File: src/rtl/aging_hash_slot_table_assert.svh
// ----------------------------------------------------------------------------
// Assertion macros for the aging hash slot table
// Concurrent checks, compiled out for synthesis.
// ----------------------------------------------------------------------------
`ifndef AGING_HASH_SLOT_TABLE_ASSERT_SVH
`define AGING_HASH_SLOT_TABLE_ASSERT_SVH

`ifndef SYNTHESIS
`define AHST_ASSERT(label, clk, rstn, prop) \
    label: assert property (@(posedge clk) disable iff (!(rstn)) (prop)) \
        else $error("ahst assertion failed");
`define AHST_IMPLIES(label, clk, rstn, ante, cons) \
    label: assert property (@(posedge clk) disable iff (!(rstn)) (ante) |-> (cons)) \
        else $error("ahst implication failed");
`else
`define AHST_ASSERT(label, clk, rstn, prop)
`define AHST_IMPLIES(label, clk, rstn, ante, cons)
`endif

`endif

File: src/rtl/ahst_pkg.sv
// ----------------------------------------------------------------------------
// ahst_pkg
// Shared constants and codes for the aging hash slot table.
// ----------------------------------------------------------------------------
package ahst_pkg;

    localparam int SLOTS_DEF      = 1024;
    localparam int MAX_PROBES_DEF = 32;

    localparam int KEY_W    = 32;
    localparam int STAMP_W  = 32;
    localparam int AGE_W    = 8;
    localparam int FUNC_W   = 2;
    localparam int STATUS_W = 2;
    localparam int SLOTOUT_W = 10;
    localparam int ENTRY_W  = KEY_W + STAMP_W;

    localparam logic [FUNC_W-1:0] FUNC_LOOKUP = 2'd0;
    localparam logic [FUNC_W-1:0] FUNC_TOUCH  = 2'd1;
    localparam logic [FUNC_W-1:0] FUNC_FRAME  = 2'd2;
    localparam logic [FUNC_W-1:0] FUNC_NONE   = 2'd3;

    localparam logic [STATUS_W-1:0] ST_FOUND     = 2'd0;
    localparam logic [STATUS_W-1:0] ST_CLAIMED   = 2'd1;
    localparam logic [STATUS_W-1:0] ST_RECLAIMED = 2'd2;
    localparam logic [STATUS_W-1:0] ST_FULL      = 2'd3;

    localparam logic        REG_STALE_AGE = 1'b0;
    localparam logic [AGE_W-1:0]   STALE_AGE_RST = 8'd2;
    localparam logic [STAMP_W-1:0] FRAME_RST     = 32'd1;

endpackage

File: src/rtl/ahst_apb.sv
// ----------------------------------------------------------------------------
// ahst_apb
// Configuration register file: stale age.
// ----------------------------------------------------------------------------
module ahst_apb (
    input  logic                       aclk,
    input  logic                       aresetn,
    input  logic                       psel,
    input  logic                       penable,
    input  logic                       pwrite,
    input  logic [2:0]                 paddr,
    input  logic [31:0]                pwdata,
    output logic [31:0]                prdata,
    output logic                       pready,
    output logic [ahst_pkg::AGE_W-1:0] stale_age
);

    logic [ahst_pkg::AGE_W-1:0] stale_age_reg;
    logic [ahst_pkg::AGE_W-1:0] stale_age_next;
    logic                       wr_hit;

    assign pready = 1'b1;
    assign wr_hit = psel && penable && pwrite && (paddr[2] == ahst_pkg::REG_STALE_AGE);

    always_comb begin
        stale_age_next = stale_age_reg;
        if (wr_hit) begin
            stale_age_next = pwdata[ahst_pkg::AGE_W-1:0];
        end
    end

    always_ff @(posedge aclk) begin
        if (!aresetn) begin
            stale_age_reg <= ahst_pkg::STALE_AGE_RST;
        end else begin
            stale_age_reg <= stale_age_next;
        end
    end

    assign prdata    = (paddr[2] == ahst_pkg::REG_STALE_AGE)
                       ? {{(32-ahst_pkg::AGE_W){1'b0}}, stale_age_reg} : 32'd0;
    assign stale_age = stale_age_reg;

endmodule

File: config.mk
export PLATFORM = sky130hd
export DESIGN_NAME = ahst_apb
export DESIGN_NICKNAME = d
export VERILOG_FILES = /design/src/rtl/aging_hash_slot_table_assert.svh /design/src/rtl/ahst_pkg.sv /design/src/rtl/ahst_apb.sv
export SDC_FILE = /design/constraint.sdc
export NUM_CORES = 1
export LEC_CHECK = 0
export BUFFER_PORTS_ARGS = -buffer_cell sky130_fd_sc_hd__buf_2
export CORE_MARGIN = 3
export CORE_UTILIZATION = 30
export CTS_BUF_LIST = sky130_fd_sc_hd__clkbuf_16
export DETAILED_ROUTE_END_ITERATION = 8
export GPL_TIMING_DRIVEN = 0
export HOLD_SLACK_MARGIN = 0.03
export MAX_ROUTING_LAYER = met4
export PLACE_DENSITY = 0.76
export RECOVER_POWER = 50
export SLEW_MARGIN = 10
export SYNTH_ARGS = -nofsm -noshare
export SYNTH_HDL_FRONTEND = slang
export SYNTH_SLANG_ARGS = --single-unit
File: constraint.sdc
create_clock -name aclk -period 0.9 [get_ports aclk]
set_input_delay 0.135 -clock aclk [delete_from_list [all_inputs] [get_ports aclk]]
set_output_delay 0.135 -clock aclk [all_outputs]
set_load 0.005 [all_outputs]
# ---- Yosys cells after proc, flatten, opt, wreduce, memory -nomap -nowiden
# Index checks and enable logic that the tools add are counted.
dict set report word_totals {
  elab_cells 6
  inputBits 40
  regBits 8
  output_inout_bits 41
}
dict set report op_classes {
  n_bitwise 1
  reduce_logical 3
  mux 1
}
# operator count
set ops {}
lappend ops {{two-way mux 8 bit} 1}
lappend ops {{logical AND 1 bit} 3}
lappend ops {{inverter 1 bit} 1}

# ---- Longest topological paths before layout
dict set report depth {
  word_depth 3
  mapped_depth 3
  ltp_nobuf 2
}

# ---- Least setup slack after synthesis
# OpenSTA, ideal clock, no wires.
dict set report synth_timing {
  path_kind {input to register}
  from {input paddr[2]}
  to {register stale_age_reg (netlist bit stale_age[0])}
  cell_stages 3
  slack_ns 0.156
  arrival_time_ns 0.673
  setup_ns 0.072
  cell_sequence {and4b_1 > buf_6 > mux2i_1}
}
dict set report synth_via {
  elab_chain_cells 2
}
# element line
set synth_rtl {}
lappend synth_rtl {{start, declared} ahst_apb.sv:11} ;# input logic [2:0] paddr,
lappend synth_rtl {{inverter 1 bit} --}
lappend synth_rtl {{logical AND 1 bit} ahst_apb.sv:23} ;# assign wr_hit = psel && penable && pwrite && (paddr[2] == ahst_pkg::REG_STALE_AGE);
lappend synth_rtl {{end signal, assigned} ahst_apb.sv:34} ;# stale_age_reg <= ahst_pkg::STALE_AGE_RST;
lappend synth_rtl {{end signal, assigned} ahst_apb.sv:36} ;# stale_age_reg <= stale_age_next;
lappend synth_rtl {{end, declared} ahst_apb.sv:18} ;# logic [ahst_pkg::AGE_W-1:0] stale_age_reg;
# No other way between the ends.
# A chain may end at the register's enable or synchronous reset.

# ---- Worst setup path in the final report
dict set report layout_timing {
  from {register stale_age_reg (netlist bit stale_age[1])}
  to {output prdata[1]}
}
dict set report layout_via {
  elab_chain_cells 1
}
# element line
set layout_rtl {}
lappend layout_rtl {{two-way mux 8 bit} ahst_apb.sv:41} ;# ? {{(32-ahst_pkg::AGE_W){1'b0}}, stale_age_reg} : 32'd0;
lappend layout_rtl {{end, declared} ahst_apb.sv:13} ;# output logic [31:0] prdata,
# No other way between the ends.

==> reports/metrics.cfg <==
[outcome]
outcome = finished, violations left
violations = negative setup slack

[critical_path]
path_max_fanout = 2
crit_family = flip-flops
critPathArrivalTime_ns = 0.84
crit_required_ns = 0.76
rrSetupSlack_ns = 0.15
worstSetupPathType = reg -> out
start_kind = flip-flop
path_buf_inv = 1
max_stage_delay_ns = 0.31
critPathSlowestCell = dfxtp_2
worstPathCellList = and2b_2 > buf_2
end_kind = output port

[die]
die_area_mm2 = 0.00256
core-area_mm2 = 0.00180
die_w_um = 50.6
start_util_pct = 33.1
chipHeight_um = 50.6
num_rows = 15
io-pin-count = 81

[route]
drt_iter0_drc = 1
via_per_inst = 3.62
wl_met1_um = 505
met2_length_um = 992
routed.top_layer = met3
routedWlPerCell_um = 10.4
drc_errors = 0
met3_length_um = 138
first_pass_iters = 3
routed_wl_um = 1640
vias = 568
ant_nets = 0

[logic_synthesis]
synth_top_flop_cell = dfxtp_1
synth.most_common_cell = buf_4
synth_seq_cells = 8
synth_area_leaders = buf_4, dfxtp_1, mux2i_1
ys_seq_area_share_pct = 26.9
yosys_warnings = 0
syn_avg_cell_area_um2 = 8.51
synth_cells = 70
yosys.area.top_type_share_pct = 31.5
async_flop_share_pct = 0
synth_edf_count = 0
synth_area_leader_cell = buf_4
synthDistinctLibCells = 10
syn_area_um2 = 596
synth_common_cells = buf_4, nand2_1, and2b_2, dfxtp_1, mux2i_1

[clock_tree]
cts_root_buf = clkbuf_16
cts.sink_count = 8
clk_pin_slew_ns = 0.03
tritoncts = yes
cts_buffers = 3
clock_path_buffers = 2
cts_max_level = 1
clkLatencyLatePin_ns = 0.23

[placement]
routabilityCongestion = 0.668
portBuffers = 29

[grt]
overflow = 0
grt_max_degree = 11
grt_pass1_wl_um = 2330
track_usage_pct = 12.7
grt_antenna_before_repair = 0
grt_pass1_vias = 556

[power]
leakagePower_nw = 0.609
p_sw_share_pct = 18.4
power_frac_seq_pct = 28.1
p_total_w = 0.00132
ir_drop_mv = 1.25
p_int_w = 0.00108
p_switching_w = 0.000243
pwr-share-clk_pct = 54.4
comb_power_share_pct = 17.5
pwr_density_cell_mw_per_mm2 = 1230

[final_layout]
seqCellArea_um2 = 170
nets = 174
largest_reg_flops = 8
fill_cells = 171
area_delta_synth_final_pct = 80.0
multi_input_area_um2 = 319
layout-drive-gt1-share_pct = 62.1
antenna_cells = 0
postLayoutCoreUtil_pct = 59.5

[sta]
fmax_ghz = 1.03
min_period_ns = 0.975
rsz0062_at_grt = yes
holdWs_ns = 0.150
timing.final.ws_setup_ns = -0.0749
drv_slew = 0
post-route-period-util_pct = 108
hold_viol = 0
setup-violations-final = 10
fin_skew_ns = 0

[run]
cap_viol_max_count = 0

[hold_path]
hold_class = in -> reg

## layout by cell type (no fill, tap or decap)
master	synthesis	layout
and4b_1	1	1
buf_6	1	15
clkbuf_2	0	1
buf_4	25	27
and2b_2	8	8
clkbuf_16	0	3
conb_1	2	25
mux2i_1	8	8
nand2_1	14	14
buf_2	0	20
dfxtp_2	0	8
nor2b_1	2	2
## layer usage
metal | up-vias | track usage (%)
met5 | - | -
met4 | 0 | 1.35
met3 | 0 | 5.93
met2 | 28 | 25.4
met1 | 246 | 10.8
li1 | 294 | -
## layout make-up
| class | instances | share of cell area (%) |
|---|---|---|
| multi-input cells | 58 | 29.8 |
| flip-flops and latches | 8 | 15.9 |
| clock buffers | 3 | 7.00 |
| well taps | 25 | 2.92 |
| plain buffers | 27 | 18.4 |
| repair buffers | 36 | 26.0 |
## final timing paths
check,endpoint,cells after the start,start
worst min register to register,stale_age[5]$_SDFFE_PN0P_,2,stale_age[5]$_SDFFE_PN0P_
worst max-delay path,prdata[1],2,stale_age[1]$_SDFFE_PN1P_
worst min-delay path,stale_age[0]$_SDFFE_PN0P_,3,pwdata[0]
worst max register to register,stale_age[1]$_SDFFE_PN1P_,3,stale_age[1]$_SDFFE_PN1P_
## tightest hold or removal path, stage by stage
cell     delay [ns]
buf_2          0.09
nand2_1        0.04
mux2i_1        0.05
## cell families after synthesis
| family | share of synthesized area (%) |
|---|---|
| buf+inv | 34.0 |
| simple gates | 24.4 |
| other cells | 1.26 |
| flops | 26.9 |
| mux | 13.4 |
## what timing repair did
| item | CTS | global route |
|---|---|---|
| resized for setup | 16 | 9 |
| buffers inserted | 7 | 0 |
| hold endpoints to repair | 0 | 0 |
| hold buffers | 0 | 0 |
| setup endpoints to repair | 8 | 16 |
## per-stage QoR
step	instances	worst slack [ns]	TNS [ns]	cell area (µm²)
after floorplan	93	0.156	0	682
after global placement	147	-0.0597	-0.436	858
after detailed placement	147	-0.0992	-0.639	858
after CTS	157	-0.0767	-0.566	1050
after global routing	157	-0.0975	-0.834	1070
final	157	-0.0749	-0.569	1070
## power by group through the flow
| stage | sequential, W | clock, W | combinational (W) |
|---|---|---|---|
| 6_report | 0.000371 | 0.000718 | 0.000230 |
| 5_1_grt | 0.000371 | 0.000748 | 0.000255 |
| 4_1_cts | 0.000369 | 0.000735 | 0.000220 |
| 3_5_place_dp | 0.000375 | 0 | 0.000198 |
| 3_3_place_gp | 0.000374 | 0 | 0.000194 |
| 2_1_floorplan | 0.000375 | 0 | 0.000142 |
Power figures use the tool's default switching activity.
