## config.mk

```make
export PLATFORM = sky130hd
export DESIGN_NAME = ahst_ctrl
export DESIGN_NICKNAME = d
export VERILOG_FILES = /design/src/rtl/ahst_pkg.sv /design/src/rtl/ahst_ctrl.sv
export VERILOG_INCLUDE_DIRS = /design/src /design/src/rtl
export SDC_FILE = /design/constraint.sdc
export NUM_CORES = 1
export LEC_CHECK = 0
export BUFFER_PORTS_ARGS = -buffer_cell sky130_fd_sc_hd__buf_2
export CAP_MARGIN = 20
export CORE_ASPECT_RATIO = 1.1
export CORE_MARGIN = 4
export CORE_UTILIZATION = 61
export DETAILED_ROUTE_END_ITERATION = 7
export PLACE_DENSITY = 0.86
export REMOVE_ABC_BUFFERS = 1
export SYNTH_ARGS = -nofsm -noshare
export SYNTH_HDL_FRONTEND = slang
export SYNTH_SLANG_ARGS = --single-unit
```

## constraint.sdc

```tcl
create_clock -name aclk -period 15.3 [get_ports aclk]
set_input_delay 1.53 -clock aclk [delete_from_list [all_inputs] [get_ports aclk]]
set_output_delay 1.53 -clock aclk [all_outputs]
set_load 0.01 [all_outputs]
```

## src/rtl/aging_hash_slot_table_assert.svh

```systemverilog
// ----------------------------------------------------------------------------
// Assertion macros for the aging hash slot table
// Concurrent checks, compiled out for synthesis.
// ----------------------------------------------------------------------------
`ifndef AGING_HASH_SLOT_TABLE_ASSERT_SVH
`define AGING_HASH_SLOT_TABLE_ASSERT_SVH

`ifndef SYNTHESIS
`define AHST_ASSERT(label, clk, rstn, prop) \
    label: assert property (@(posedge clk) disable iff (!(rstn)) (prop)) \
        else $error("ahst assertion failed");
`define AHST_IMPLIES(label, clk, rstn, ante, cons) \
    label: assert property (@(posedge clk) disable iff (!(rstn)) (ante) |-> (cons)) \
        else $error("ahst implication failed");
`else
`define AHST_ASSERT(label, clk, rstn, prop)
`define AHST_IMPLIES(label, clk, rstn, ante, cons)
`endif

`endif

```

## src/rtl/ahst_pkg.sv

```systemverilog
// ----------------------------------------------------------------------------
// ahst_pkg
// Shared constants and codes for the aging hash slot table.
// ----------------------------------------------------------------------------
package ahst_pkg;

    localparam int SLOTS_DEF      = 1024;
    localparam int MAX_PROBES_DEF = 32;

    localparam int KEY_W    = 32;
    localparam int STAMP_W  = 32;
    localparam int AGE_W    = 8;
    localparam int FUNC_W   = 2;
    localparam int STATUS_W = 2;
    localparam int SLOTOUT_W = 10;
    localparam int ENTRY_W  = KEY_W + STAMP_W;

    localparam logic [FUNC_W-1:0] FUNC_LOOKUP = 2'd0;
    localparam logic [FUNC_W-1:0] FUNC_TOUCH  = 2'd1;
    localparam logic [FUNC_W-1:0] FUNC_FRAME  = 2'd2;
    localparam logic [FUNC_W-1:0] FUNC_NONE   = 2'd3;

    localparam logic [STATUS_W-1:0] ST_FOUND     = 2'd0;
    localparam logic [STATUS_W-1:0] ST_CLAIMED   = 2'd1;
    localparam logic [STATUS_W-1:0] ST_RECLAIMED = 2'd2;
    localparam logic [STATUS_W-1:0] ST_FULL      = 2'd3;

    localparam logic        REG_STALE_AGE = 1'b0;
    localparam logic [AGE_W-1:0]   STALE_AGE_RST = 8'd2;
    localparam logic [STAMP_W-1:0] FRAME_RST     = 32'd1;

endpackage

```

## src/rtl/ahst_ctrl.sv

```systemverilog
// ----------------------------------------------------------------------------
// ahst_ctrl
// Probe sequencer: clears the slot memory, walks the probe chain one slot
// per cycle, writes back the chosen slot and drives the result word.
// ----------------------------------------------------------------------------
`include "aging_hash_slot_table_assert.svh"

module ahst_ctrl #(
    parameter int SLOTS      = ahst_pkg::SLOTS_DEF,
    parameter int MAX_PROBES = ahst_pkg::MAX_PROBES_DEF
) (
    input  logic                          aclk,
    input  logic                          aresetn,
    input  logic [ahst_pkg::AGE_W-1:0]    stale_age,
    input  logic                          s_tvalid,
    output logic                          s_tready,
    input  logic [ahst_pkg::FUNC_W-1:0]   in_func,
    input  logic [ahst_pkg::KEY_W-1:0]    in_key,
    output logic                          m_tvalid,
    input  logic                          m_tready,
    output logic [ahst_pkg::SLOTOUT_W-1:0] out_slot,
    output logic [ahst_pkg::STATUS_W-1:0] out_status,
    output logic                          mem_we,
    output logic [$clog2(SLOTS)-1:0]      mem_waddr,
    output logic [ahst_pkg::ENTRY_W-1:0]  mem_wdata,
    output logic [$clog2(SLOTS)-1:0]      mem_raddr,
    input  logic [ahst_pkg::ENTRY_W-1:0]  mem_rdata
);

    localparam int IDX_W = $clog2(SLOTS);
    localparam int PW    = (MAX_PROBES > 1) ? $clog2(MAX_PROBES) : 1;
    localparam logic [IDX_W-1:0] LAST_SLOT  = IDX_W'(SLOTS - 1);
    localparam logic [PW-1:0]    LAST_PROBE = PW'(MAX_PROBES - 1);

    localparam logic [1:0] S_CLEAR = 2'd0;
    localparam logic [1:0] S_IDLE  = 2'd1;
    localparam logic [1:0] S_PROBE = 2'd2;
    localparam logic [1:0] S_DONE  = 2'd3;

    logic [1:0]                     state_reg, state_next;
    logic [IDX_W-1:0]               clr_reg, clr_next;
    logic [IDX_W-1:0]               rd_reg, rd_next;
    logic [PW-1:0]                  cnt_reg, cnt_next;
    logic                           touch_reg, touch_next;
    logic [ahst_pkg::KEY_W-1:0]     key_reg, key_next;
    logic                           hs_reg, hs_next;
    logic [IDX_W-1:0]               sidx_reg, sidx_next;
    logic [ahst_pkg::STAMP_W-1:0]   slu_reg, slu_next;
    logic [IDX_W-1:0]               hit_reg, hit_next;
    logic [ahst_pkg::STAMP_W-1:0]   hlu_reg, hlu_next;
    logic [ahst_pkg::STATUS_W-1:0]  st_reg, st_next;
    logic                           wb_reg, wb_next;
    logic [ahst_pkg::STAMP_W-1:0]   frame_reg, frame_next;
    logic                           ov_reg, ov_next;
    logic [ahst_pkg::SLOTOUT_W-1:0] oslot_reg, oslot_next;
    logic [ahst_pkg::STATUS_W-1:0]  ost_reg, ost_next;

    logic [ahst_pkg::KEY_W-1:0]     d_key;
    logic [ahst_pkg::STAMP_W-1:0]   d_lu;
    logic [ahst_pkg::STAMP_W:0]     due;
    logic                           stale_now;
    logic                           take_stale;
    logic                           out_free;
    logic [31:0]                    hit_ext;

    assign d_key      = mem_rdata[ahst_pkg::KEY_W-1:0];
    assign d_lu       = mem_rdata[ahst_pkg::ENTRY_W-1:ahst_pkg::KEY_W];
    assign due        = {1'b0, d_lu} + {{(ahst_pkg::STAMP_W+1-ahst_pkg::AGE_W){1'b0}}, stale_age};
    assign stale_now  = due <= {1'b0, frame_reg};
    assign take_stale = !hs_reg && stale_now;
    assign out_free   = !ov_reg || m_tready;
    assign hit_ext    = {{(32-IDX_W){1'b0}}, hit_reg};
    assign s_tready   = (state_reg == S_IDLE);

    always_comb begin
        state_next = state_reg;
        clr_next   = clr_reg;
        rd_next    = rd_reg;
        cnt_next   = cnt_reg;
        touch_next = touch_reg;
        key_next   = key_reg;
        hs_next    = hs_reg;
        sidx_next  = sidx_reg;
        slu_next   = slu_reg;
        hit_next   = hit_reg;
        hlu_next   = hlu_reg;
        st_next    = st_reg;
        wb_next    = wb_reg;
        frame_next = frame_reg;
        ov_next    = ov_reg && !m_tready;
        oslot_next = oslot_reg;
        ost_next   = ost_reg;
        mem_we     = 1'b0;
        mem_waddr  = hit_reg;
        mem_wdata  = {(touch_reg ? frame_reg : hlu_reg), key_reg};
        mem_raddr  = rd_reg + 1'b1;

        case (state_reg)
            S_CLEAR: begin
                mem_we    = 1'b1;
                mem_waddr = clr_reg;
                mem_wdata = '0;
                clr_next  = clr_reg + 1'b1;
                if (clr_reg == LAST_SLOT) begin
                    state_next = S_IDLE;
                end
            end
            S_IDLE: begin
                mem_raddr = in_key[IDX_W-1:0];
                if (s_tvalid) begin
                    case (in_func)
                        ahst_pkg::FUNC_FRAME: begin
                            frame_next = (frame_reg == '1) ? ahst_pkg::FRAME_RST
                                                           : frame_reg + 1'b1;
                        end
                        ahst_pkg::FUNC_LOOKUP, ahst_pkg::FUNC_TOUCH: begin
                            touch_next = (in_func == ahst_pkg::FUNC_TOUCH);
                            key_next   = in_key;
                            rd_next    = in_key[IDX_W-1:0];
                            cnt_next   = '0;
                            hs_next    = 1'b0;
                            if (in_key == '0) begin
                                hit_next   = '0;
                                st_next    = ahst_pkg::ST_FULL;
                                wb_next    = 1'b0;
                                state_next = S_DONE;
                            end else begin
                                state_next = S_PROBE;
                            end
                        end
                        default: begin
                        end
                    endcase
                end
            end
            S_PROBE: begin
                rd_next  = rd_reg + 1'b1;
                cnt_next = cnt_reg + 1'b1;
                if (d_key == key_reg) begin
                    hit_next   = rd_reg;
                    hlu_next   = d_lu;
                    st_next    = ahst_pkg::ST_FOUND;
                    wb_next    = touch_reg;
                    state_next = S_DONE;
                end else if (d_lu == '0) begin
                    hit_next   = rd_reg;
                    hlu_next   = d_lu;
                    st_next    = ahst_pkg::ST_CLAIMED;
                    wb_next    = 1'b1;
                    state_next = S_DONE;
                end else begin
                    if (take_stale) begin
                        hs_next   = 1'b1;
                        sidx_next = rd_reg;
                        slu_next  = d_lu;
                    end
                    if (cnt_reg == LAST_PROBE) begin
                        state_next = S_DONE;
                        if (hs_reg || take_stale) begin
                            hit_next = take_stale ? rd_reg : sidx_reg;
                            hlu_next = take_stale ? d_lu : slu_reg;
                            st_next  = ahst_pkg::ST_RECLAIMED;
                            wb_next  = 1'b1;
                        end else begin
                            hit_next = '0;
                            st_next  = ahst_pkg::ST_FULL;
                            wb_next  = 1'b0;
                        end
                    end
                end
            end
            S_DONE: begin
                if (out_free) begin
                    mem_we     = wb_reg;
                    ov_next    = 1'b1;
                    oslot_next = hit_ext[ahst_pkg::SLOTOUT_W-1:0];
                    ost_next   = st_reg;
                    state_next = S_IDLE;
                end
            end
            default: begin
                state_next = S_IDLE;
            end
        endcase
    end

    always_ff @(posedge aclk) begin
        if (!aresetn) begin
            state_reg <= S_CLEAR;
            clr_reg   <= '0;
            frame_reg <= ahst_pkg::FRAME_RST;
            ov_reg    <= 1'b0;
        end else begin
            state_reg <= state_next;
            clr_reg   <= clr_next;
            frame_reg <= frame_next;
            ov_reg    <= ov_next;
        end
    end

    always_ff @(posedge aclk) begin
        rd_reg    <= rd_next;
        cnt_reg   <= cnt_next;
        touch_reg <= touch_next;
        key_reg   <= key_next;
        hs_reg    <= hs_next;
        sidx_reg  <= sidx_next;
        slu_reg   <= slu_next;
        hit_reg   <= hit_next;
        hlu_reg   <= hlu_next;
        st_reg    <= st_next;
        wb_reg    <= wb_next;
        oslot_reg <= oslot_next;
        ost_reg   <= ost_next;
    end

    assign m_tvalid   = ov_reg;
    assign out_slot   = oslot_reg;
    assign out_status = ost_reg;

    `AHST_IMPLIES(a_no_accept_in_clear, aclk, aresetn, state_reg == S_CLEAR, !s_tready)
    `AHST_IMPLIES(a_write_only_clear_or_done, aclk, aresetn, mem_we,
                  state_reg == S_CLEAR || state_reg == S_DONE)
    `AHST_IMPLIES(a_full_slot_zero, aclk, aresetn,
                  ov_reg && ost_reg == ahst_pkg::ST_FULL, oslot_reg == '0)
    `AHST_ASSERT(a_frame_nonzero, aclk, aresetn, frame_reg != '0)

endmodule
```

=== After elaboration in Yosys (flattened, before gate mapping) ===
Cells that the tools add are included.

* Eq/ne operators: 18
* Muxes and demuxes: 60
* $lt $le $gt $ge: 1
* Add/sub/neg operators: 5
* Bitwise gates (word level): 2
* Reductions and logical operators: 24

{| class="wikitable"
|+ Operators with widths
! operator !! number
|-
| $mux 32 || 7
|-
| $mux 10 || 12
|-
| $logic_not 32->1 || 2
|-
| $mux 64 || 1
|-
| $pmux 10 s2 || 2
|-
| $add 32x8->33 || 1
|-
| $le 33x32->1 || 1
|-
| $add 32x1->32 const B || 1
|-
| $eq 32x32->1 || 1
|-
| $eq 32x32->1 const B || 1
|-
| $mux 2 || 13
|-
| $add 10x1->10 const B || 2
|-
| $mux 1 || 17
|-
| $reduce_and 3->1 || 5
|-
| $ne 2x2->1 const B || 6
|-
| $eq 10x10->1 const B || 1
|-
| $mux 5 || 2
|-
| $pmux 5 s2 || 1
|-
| $reduce_and 5->1 || 2
|-
| $pmux 2 s4 || 1
|-
| $eq 2x2->1 const B || 3
|-
| $pmux 1 s2 || 3
|-
| $reduce_and 6->1 || 1
|-
| $reduce_bool 3->1 || 2
|-
| other kinds (14) || 22
|}

* Logic and storage cells: 127
* Bits in registers: 193

=== Logic depth before layout (Yosys ltp) ===
Gate-level depths: netlist of the first run.

* Depth in word-level cells: 9
* Mapped depth: 20
* Mapped depth without buffers: 18

=== Worst setup path after synthesis of the first run ===
Ideal clock, no wire load.

* Kind: in2reg
* Start: input stale_age[0] (netlist name)
* End: register hlu_reg[0] (netlist name) (enable)
* Arrival: 7.133 ns
* Buffers on the path: 0
* Setup time: 0.474 ns
* Stages: 17
* Slack: 7.693 ns
* Required time: 14.826 ns
* Cells stage by stage: ha_1 > inv_1 > fa_1 > nand2b_1 > a211oi_2 > o211ai_1 > inv_1 > and3_1 > xor2_1 > ha_1 > a21oi_1 > o21ai_0 > a2111oi_0 > a21oi_1 > o31ai_2 > nand2_1 > a221oi_1

* Cells in the longest elaborated chain, start to end: 6

{| class="wikitable"
|+ Ends and longest elaborated chain
! item !! line !! text
|-
| start, declared || ahst_ctrl.sv:14 || <nowiki>input logic [ahst_pkg::AGE_W-1:0] stale_age,</nowiki>
|-
| $add 32x8->33 || ahst_ctrl.sv:68 || <nowiki>assign due = {1'b0, d_lu} + {{(ahst_pkg::STAMP_W+1-ahst_pkg::AGE_W){1'b0}}, stale_age};</nowiki>
|-
| $le 33x32->1 || ahst_ctrl.sv:69 || <nowiki>assign stale_now = due <= {1'b0, frame_reg};</nowiki>
|-
| $logic_and 1x1->1 || ahst_ctrl.sv:70 || <nowiki>assign take_stale = !hs_reg && stale_now;</nowiki>
|-
| $logic_or 1x1->1 || ahst_ctrl.sv:159 || <nowiki>if (hs_reg || take_stale) begin</nowiki>
|-
| $reduce_bool 3->1 (no source line) || - ||
|-
| $reduce_and 3->1 (no source line) || - ||
|-
| end signal, assigned || ahst_ctrl.sv:210 || <nowiki>hlu_reg <= hlu_next;</nowiki>
|-
| end, declared || ahst_ctrl.sv:50 || <nowiki>logic [ahst_pkg::STAMP_W-1:0] hlu_reg, hlu_next;</nowiki>
|}

No other way between the ends.
A chain may end at the register's enable or synchronous reset.

==> flow_metrics.py, run 1 <==
metrics = {
    "placement": {
        "dp_hpwl_mm": 20.4,
        "gp_congestion": 0.939,
        "dp.cells": 1426,
        "place.port_buffers": 208,
    },
    "clock_network": {
        "h-tree-depth": 4,
        "post_cts_buffers": 0,
        "cts-root-buf": "clkbuf_16",
        "path_clk_slew_ns": 0.07,
        "clock_latency_ns": 0.44,
        "clk_path_buf_depth": 2,
        "holdBufCountCts": 0,
        "clock_sinks": 193,
        "cts_buffers": 17,
        "cts.repair.resized": 0,
        "cts_tree": "yes",
    },
    "final_layout": {
        "utilization_pct": 72.5,
        "mostFrequentLayoutCells": "208 x buf_2, 148 x edfxtp_1, 117 x nor2_1, 94 x xnor2_1, 90 x mux2_2",
        "diodes": 0,
        "final_common_cell": "buf_2",
        "drive_above_1_share_pct": 28.7,
        "layout.cells.non_filler": 1459,
        "area_growth_pct": 16.5,
        "layout.nets": 1368,
    },
    "sta": {
        "slew_violations": 0,
        "layout_min_cycle_time_ns": 6.22,
        "setup_viol": 0,
        "skew_ns": 0.0112,
        "rsz0062_at_grt": "false",
        "period_share_pct": 40.7,
        "tightest_slew_ns": 1.08,
        "max_freq_mhz": 161,
        "max_slew_margin_pct": 28.3,
        "hold_viol_final": 0,
        "whs_ns": 0.422,
        "fin_tns_setup_ns": 0,
    },
    "floorplan": {
        "io_pins": 209,
        "start_util_pct": 62.2,
        "design.die.area_mm2": 0.0204,
        "die_w_um": 137,
        "rows": 51,
        "core_mm2": 0.0178,
        "die_h_um": 149,
    },
    "yosys": {
        "ys_types": 59,
        "synthFlopType": "edfxtp_1",
        "yosysSeqAreaShare_pct": 48.2,
        "synth-edff-count": 148,
        "async_reset_ff_share_pct": 0,
        "synth_seq_cells": 193,
        "synthCells": 1011,
        "ys.warnings.count": 0,
        "synth_area_leaders": "edfxtp_1 40%, mux2_2 9.1%, dfxtp_1 8.1%, xnor2_1 7.4%, ha_1 5.5%",
        "synth_area_mm2": 0.0111,
        "syn_avg_cell_area_um2": 11.0,
        "synth_largest_area_cell": "edfxtp_1",
        "synth_top_area_share_pct": 40.1,
    },
    "critical_path": {
        "r2r-start": "frame_reg[2]",
        "crit_required_ns": 15.48,
        "reg2reg_to": "slu_reg[7]",
        "rr_worst_depth": 10,
        "cp_max_fo": 36,
        "cp_slowest_cell": "a2111oi_0",
        "r2r_slack_ns": 11.55,
        "crit_arrival_ns": 6.41,
        "cpPeakStageDelay_ns": 0.53,
        "end_kind": "flip-flop",
        "path_cells": "buf_2 > ha_1 > inv_1 > fa_1 > nand2b_1 > a211oi_2 > o211ai_1 > inv_1 > and3_1 > xor2_1 > ha_1 > a21oi_1 > o21ai_0 > a2111oi_0 > a21oi_1 > o31ai_2 > nand2_2 > buf_4 > mux2_2",
        "path_class": "primary input to flip-flop",
        "start_kind": "primary input",
    },
    "min_path": {
        "whs_endpoint": "out_status[1]",
        "min_path_cells": 0,
        "hold_start": "st_reg[1]",
        "min_path_type": "flip-flop to flip-flop",
    },
    "routing": {
        "firstDrtPassIters": 6,
        "drc": 0,
        "antenna_left": 0,
        "wl_per_cell_um": 19.2,
        "vias_per_cell": 5.79,
        "num_vias": 8442,
        "drtIter0Drc": 572,
        "drt_wl_total_mm": 28.0,
    },
    "grt": {
        "grt_pass1_wl_mm": 43.9,
        "grt.total_usage_pct": 27.6,
        "grt_overflow": 0,
        "grt_pass1_vias": 8671,
        "antenna_found_initial": 0,
        "grt_max_degree": 83,
    },
    "power": {
        "vdd_drop_max_uv": 80.9,
        "power_mw": 1.12,
        "pwr_density_cell_mw_per_mm2": 86.5,
        "static-leakage-power_nw": 4.92,
    },
    "job": {
        "max-cap-violations": 0,
    },
    "outcome": {
        "status": "complete, no violations",
    },
}
## final cells by class
type,count,area (um^2)
inverters,49,184
repair buffers,216,1110
clock inverters,12,129
well taps,238,298
clock buffers,20,458
multi-input cells,731,5380
fillers,1279,4900
flip-flops and latches,193,5350
## worst max path at each step
stage / cells after the start / end / from
2_1_floorplan: 17 / hlu_reg[0] / stale_age[0]
3_3_place_gp: 19 / slu_reg[2] / mem_rdata[32]
3_5_place_dp: 19 / slu_reg[10] / mem_rdata[32]
4_1_cts: 19 / slu_reg[7] / mem_rdata[32]
5_1_grt: 19 / slu_reg[7] / mem_rdata[32]
6_report: 19 / slu_reg[7] / mem_rdata[32]
## metrics by stage
stage | cell area [um^2] | setup WS, ns
after floorplan | 10900 | 7.69
after global placement | 12300 | 8.80
after detailed placement | 12300 | 8.72
after CTS | 12900 | 9.13
after global routing | 12900 | 8.69
final | 12900 | 9.08
## cells by family (layout without fill, tap and decap cells)
group	after synthesis	after routing	share of synthesized area (%)
fa+ha+maj	50	50	5.71
flops	193	193	48.2
compound gates	80	80	4.63
xor+xnor	111	111	8.77
mux	126	126	12.4
simple gates	364	364	16.7
buf+inv	87	297	3.49
## worst max-delay path: cells and delay by family
kind	cells	cell delay, ns
buf+inv	4	0.73
mux	1	0.33
xor+xnor	1	0.16
simple gates	3	0.78
compound gates	7	2.05
fa+ha+maj	3	0.82
## report_power, final
part | internal (mW) | switching, mW | total, mW
Clock | 0.251 | 0.199 | 0.450
Sequential | 0.562 | 0.000814 | 0.562
Combinational | 0.0478 | 0.0559 | 0.104
Total | 0.861 | 0.256 | 1.12
## synth_stat cells (4+ instances only)
cell      number
a21o_1         4
a21oi_1       23
a31oi_1       10
and2_1        20
and3_1        12
and4_1         7
buf_1          4
buf_6          7
clkbuf_1      23
dfxtp_1       45
edfxtp_1     148
ha_1          49
inv_1         49
mux2_2        90
mux2i_1       33
nand2_1       49
nand2b_1       5
nand3_1       32
nand4_1       33
nor2_1       119
nor2b_1       38
nor3_1        12
nor4_1        19
o21ai_0       20
xnor2_1       94
xor2_1        17
## routing by layer
layer | routed length [um] | track usage [%] | share of wire [%] | vias up
li1 | - | - | - | 4020
met1 | 10600 | 32.7 | 38 | 3988
met2 | 14300 | 48.7 | 51 | 367
met3 | 2220 | 5.87 | 8.0 | 67
met4 | 784 | 10.6 | 2.8 | 0
met5 | 0 | 0 | 0 | -
Power figures use the tool's default switching activity.
==> run 2, diff against run 1 <==
--- a/config.mk
+++ b/config.mk
@@ -10,9 +10,9 @@
 export CAP_MARGIN = 20
 export CORE_ASPECT_RATIO = 1.1
 export CORE_MARGIN = 4
-export CORE_UTILIZATION = 61
+export CORE_UTILIZATION = 51
 export DETAILED_ROUTE_END_ITERATION = 7
-export PLACE_DENSITY = 0.86
+export PLACE_DENSITY = 0.76
 export REMOVE_ABC_BUFFERS = 1
 export SYNTH_ARGS = -nofsm -noshare
 export SYNTH_HDL_FRONTEND = slang
==> constraint.sdc (replaced) <==
create_clock -name aclk -period 5.6 [get_ports aclk]
set_input_delay 0.56 -clock aclk [delete_from_list [all_inputs] [get_ports aclk]]
set_output_delay 0.56 -clock aclk [all_outputs]
set_load 0.01 [all_outputs]
==> run 2 against run 1 <==
Worst setup slack got worse by 8.4 ns; non-clock buffer count increased by 2; hold slack got worse by 0.12 ns; global-route usage decreased by 4.7 points; wire length decreased by 1.4%; critical path type unchanged; clock skew increased by 0.0022 ns; largest cell class unchanged; die area increased by 18%.
==> flow_metrics.py, run 2 (synthesis gave the netlist of run 1 again) <==
metrics = {
    "critical_path": {
        "cp_max_fo": 32,
        "path_class": "primary input to flip-flop",
        "crit_arrival_ns": 5.03,
        "start_kind": "primary input",
        "crit_required_ns": 5.73,
        "end_kind": "flip-flop",
    },
    "clock_network": {
        "clock_sinks": 193,
        "cts-root-buf": "clkbuf_16",
        "cts_tree": "yes",
        "h-tree-depth": 4,
        "clk_path_buf_depth": 2,
        "holdBufCountCts": 0,
        "path_clk_slew_ns": 0.08,
        "cts.repair.resized": 0,
        "cts_buffers": 17,
        "post_cts_buffers": 0,
        "clock_latency_ns": 0.44,
    },
    "final_layout": {
        "diodes": 0,
        "fin_area_mm2": 0.0130,
        "mostFrequentLayoutCells": "208 x buf_2, 148 x edfxtp_1, 117 x nor2_1, 94 x xnor2_1, 90 x mux2_2",
        "final_common_cell": "buf_2",
        "area_growth_pct": 17.5,
        "drive_above_1_share_pct": 28.9,
        "layout.nets": 1370,
        "utilization_pct": 60.9,
    },
    "routing": {
        "firstDrtPassIters": 5,
        "drtIter0Drc": 551,
        "wl_per_cell_um": 18.2,
        "drc": 0,
        "antenna_left": 0,
        "vias_per_cell": 5.54,
        "drt_wl_total_mm": 27.6,
        "num_vias": 8375,
    },
    "floorplan": {
        "io_pins": 209,
        "start_util_pct": 51.9,
        "design.die.area_mm2": 0.0242,
        "core_mm2": 0.0214,
        "rows": 56,
        "die_h_um": 163,
        "die_w_um": 149,
    },
    "power": {
        "static-leakage-power_nw": 4.93,
        "pwr-share-comb_pct": 9.3,
        "power_frac_seq_pct": 50.1,
        "swShare_pct": 24.8,
        "intPower_mw": 2.31,
        "power_mw": 3.07,
        "pwr_density_cell_mw_per_mm2": 235,
        "vdd_drop_max_uv": 201,
        "power.switching_uw": 761,
        "power_frac_clock_pct": 40.7,
    },
    "job": {
        "max-cap-violations": 0,
    },
    "sta": {
        "hold_viol_final": 0,
        "slew_violations": 0,
        "period_share_pct": 87.5,
        "layout_min_cycle_time_ns": 4.90,
        "setup_viol": 0,
        "max_slew_margin_pct": 19.3,
        "rsz0062_at_grt": "false",
        "tightest_slew_ns": 1.20,
        "whs_ns": 0.304,
        "skew_ns": 0.0134,
        "fin_tns_setup_ns": 0,
        "max_freq_mhz": 204,
    },
    "placement": {
        "gp_congestion": 0.935,
        "dp_hpwl_mm": 20.5,
        "place_area_mm2": 0.0124,
        "place.port_buffers": 208,
    },
    "grt": {
        "grt_max_degree": 83,
        "grt.total_usage_pct": 22.9,
        "grt_pass1_vias": 8239,
        "antenna_found_initial": 1,
        "grt_pass1_wl_mm": 43.2,
        "grt_overflow": 0,
    },
    "outcome": {
        "status": "complete, no violations",
    },
    "min_path": {
        "min_path_type": "primary input to flip-flop",
    },
}
## run 2: cell types whose count changed in the layout (fill, tap and decap cells not counted), moves of 2 or more
| cell | previous run | this run |
|---|---|---|
| buf_4 | 7 | 9 |
| inv_6 | 1 | 3 |
| clkinv_8 | 0 | 5 |
| clkinv_2 | 5 | 1 |
## run 2: metal layers
| layer | up-vias | GRT usage [%] | routed length, um |
|---|---|---|---|
| li1 | 4023 | - | - |
| met1 | 4008 | 29.1 | 11500 |
| met2 | 291 | 39.0 | 13500 |
| met3 | 51 | 4.06 | 1820 |
| met4 | 2 | 9.07 | 787 |
| met5 | - | 0 | 13 |
## run 2: metrics by stage
step | std cells | setup WS, ns
2_1_floorplan | 973 | -1.04
3_3_place_gp | 1481 | 0.416
3_5_place_dp | 1481 | 0.312
4_1_cts | 1513 | 0.752
5_1_grt | 1513 | 0.442
6_report | 1513 | 0.702
## run 2: worst paths after layout
path	startpoint	to	slack, ns	depth (start not counted)
setup / recovery	mem_rdata[32]	hlu_reg[5]	0.70	19
hold / removal	in_key[29]	key_reg[29]	0.30	1
setup reg to reg	state_reg[1]	frame_reg[15]	1.82	9
hold reg to reg	st_reg[0]	out_status[0]	0.42	0
## run 2: power groups by stage
stage                     Sequential, mW  Clock (mW)  Combinational (mW)
after floorplan                     1.57           0               0.164
after global placement              1.57           0               0.271
after detailed placement            1.57           0               0.281
after CTS                           1.54        1.26               0.283
after global routing                1.54        1.32               0.313
final                               1.54        1.25               0.284
## run 2: cell type report
class	count	area (um^2)
Fill cell	1750	8350
Clock buffer	18	429
Timing Repair Buffer	218	1130
Tap cell	290	363
Multi-Input combinational cell	731	5400
Clock inverter	14	179
Sequential cell	193	5350
Inverter	49	184
## run 2: worst max-delay path, stage by stage
cell and delay, ns:
buf_2 0.12, ha_1 0.18, inv_1 0.06, fa_1 0.40, nand2b_1 0.21, a211oi_2 0.37, o211ai_1 0.19, inv_1 0.14
and3_1 0.18, xor2_1 0.15, ha_1 0.27, a21oi_1 0.17, o21ai_0 0.10, a2111oi_0 0.51, a21oi_1 0.17, o31ai_2 0.47
nand2_1 0.21, a221oi_4 0.29, buf_12 0.24
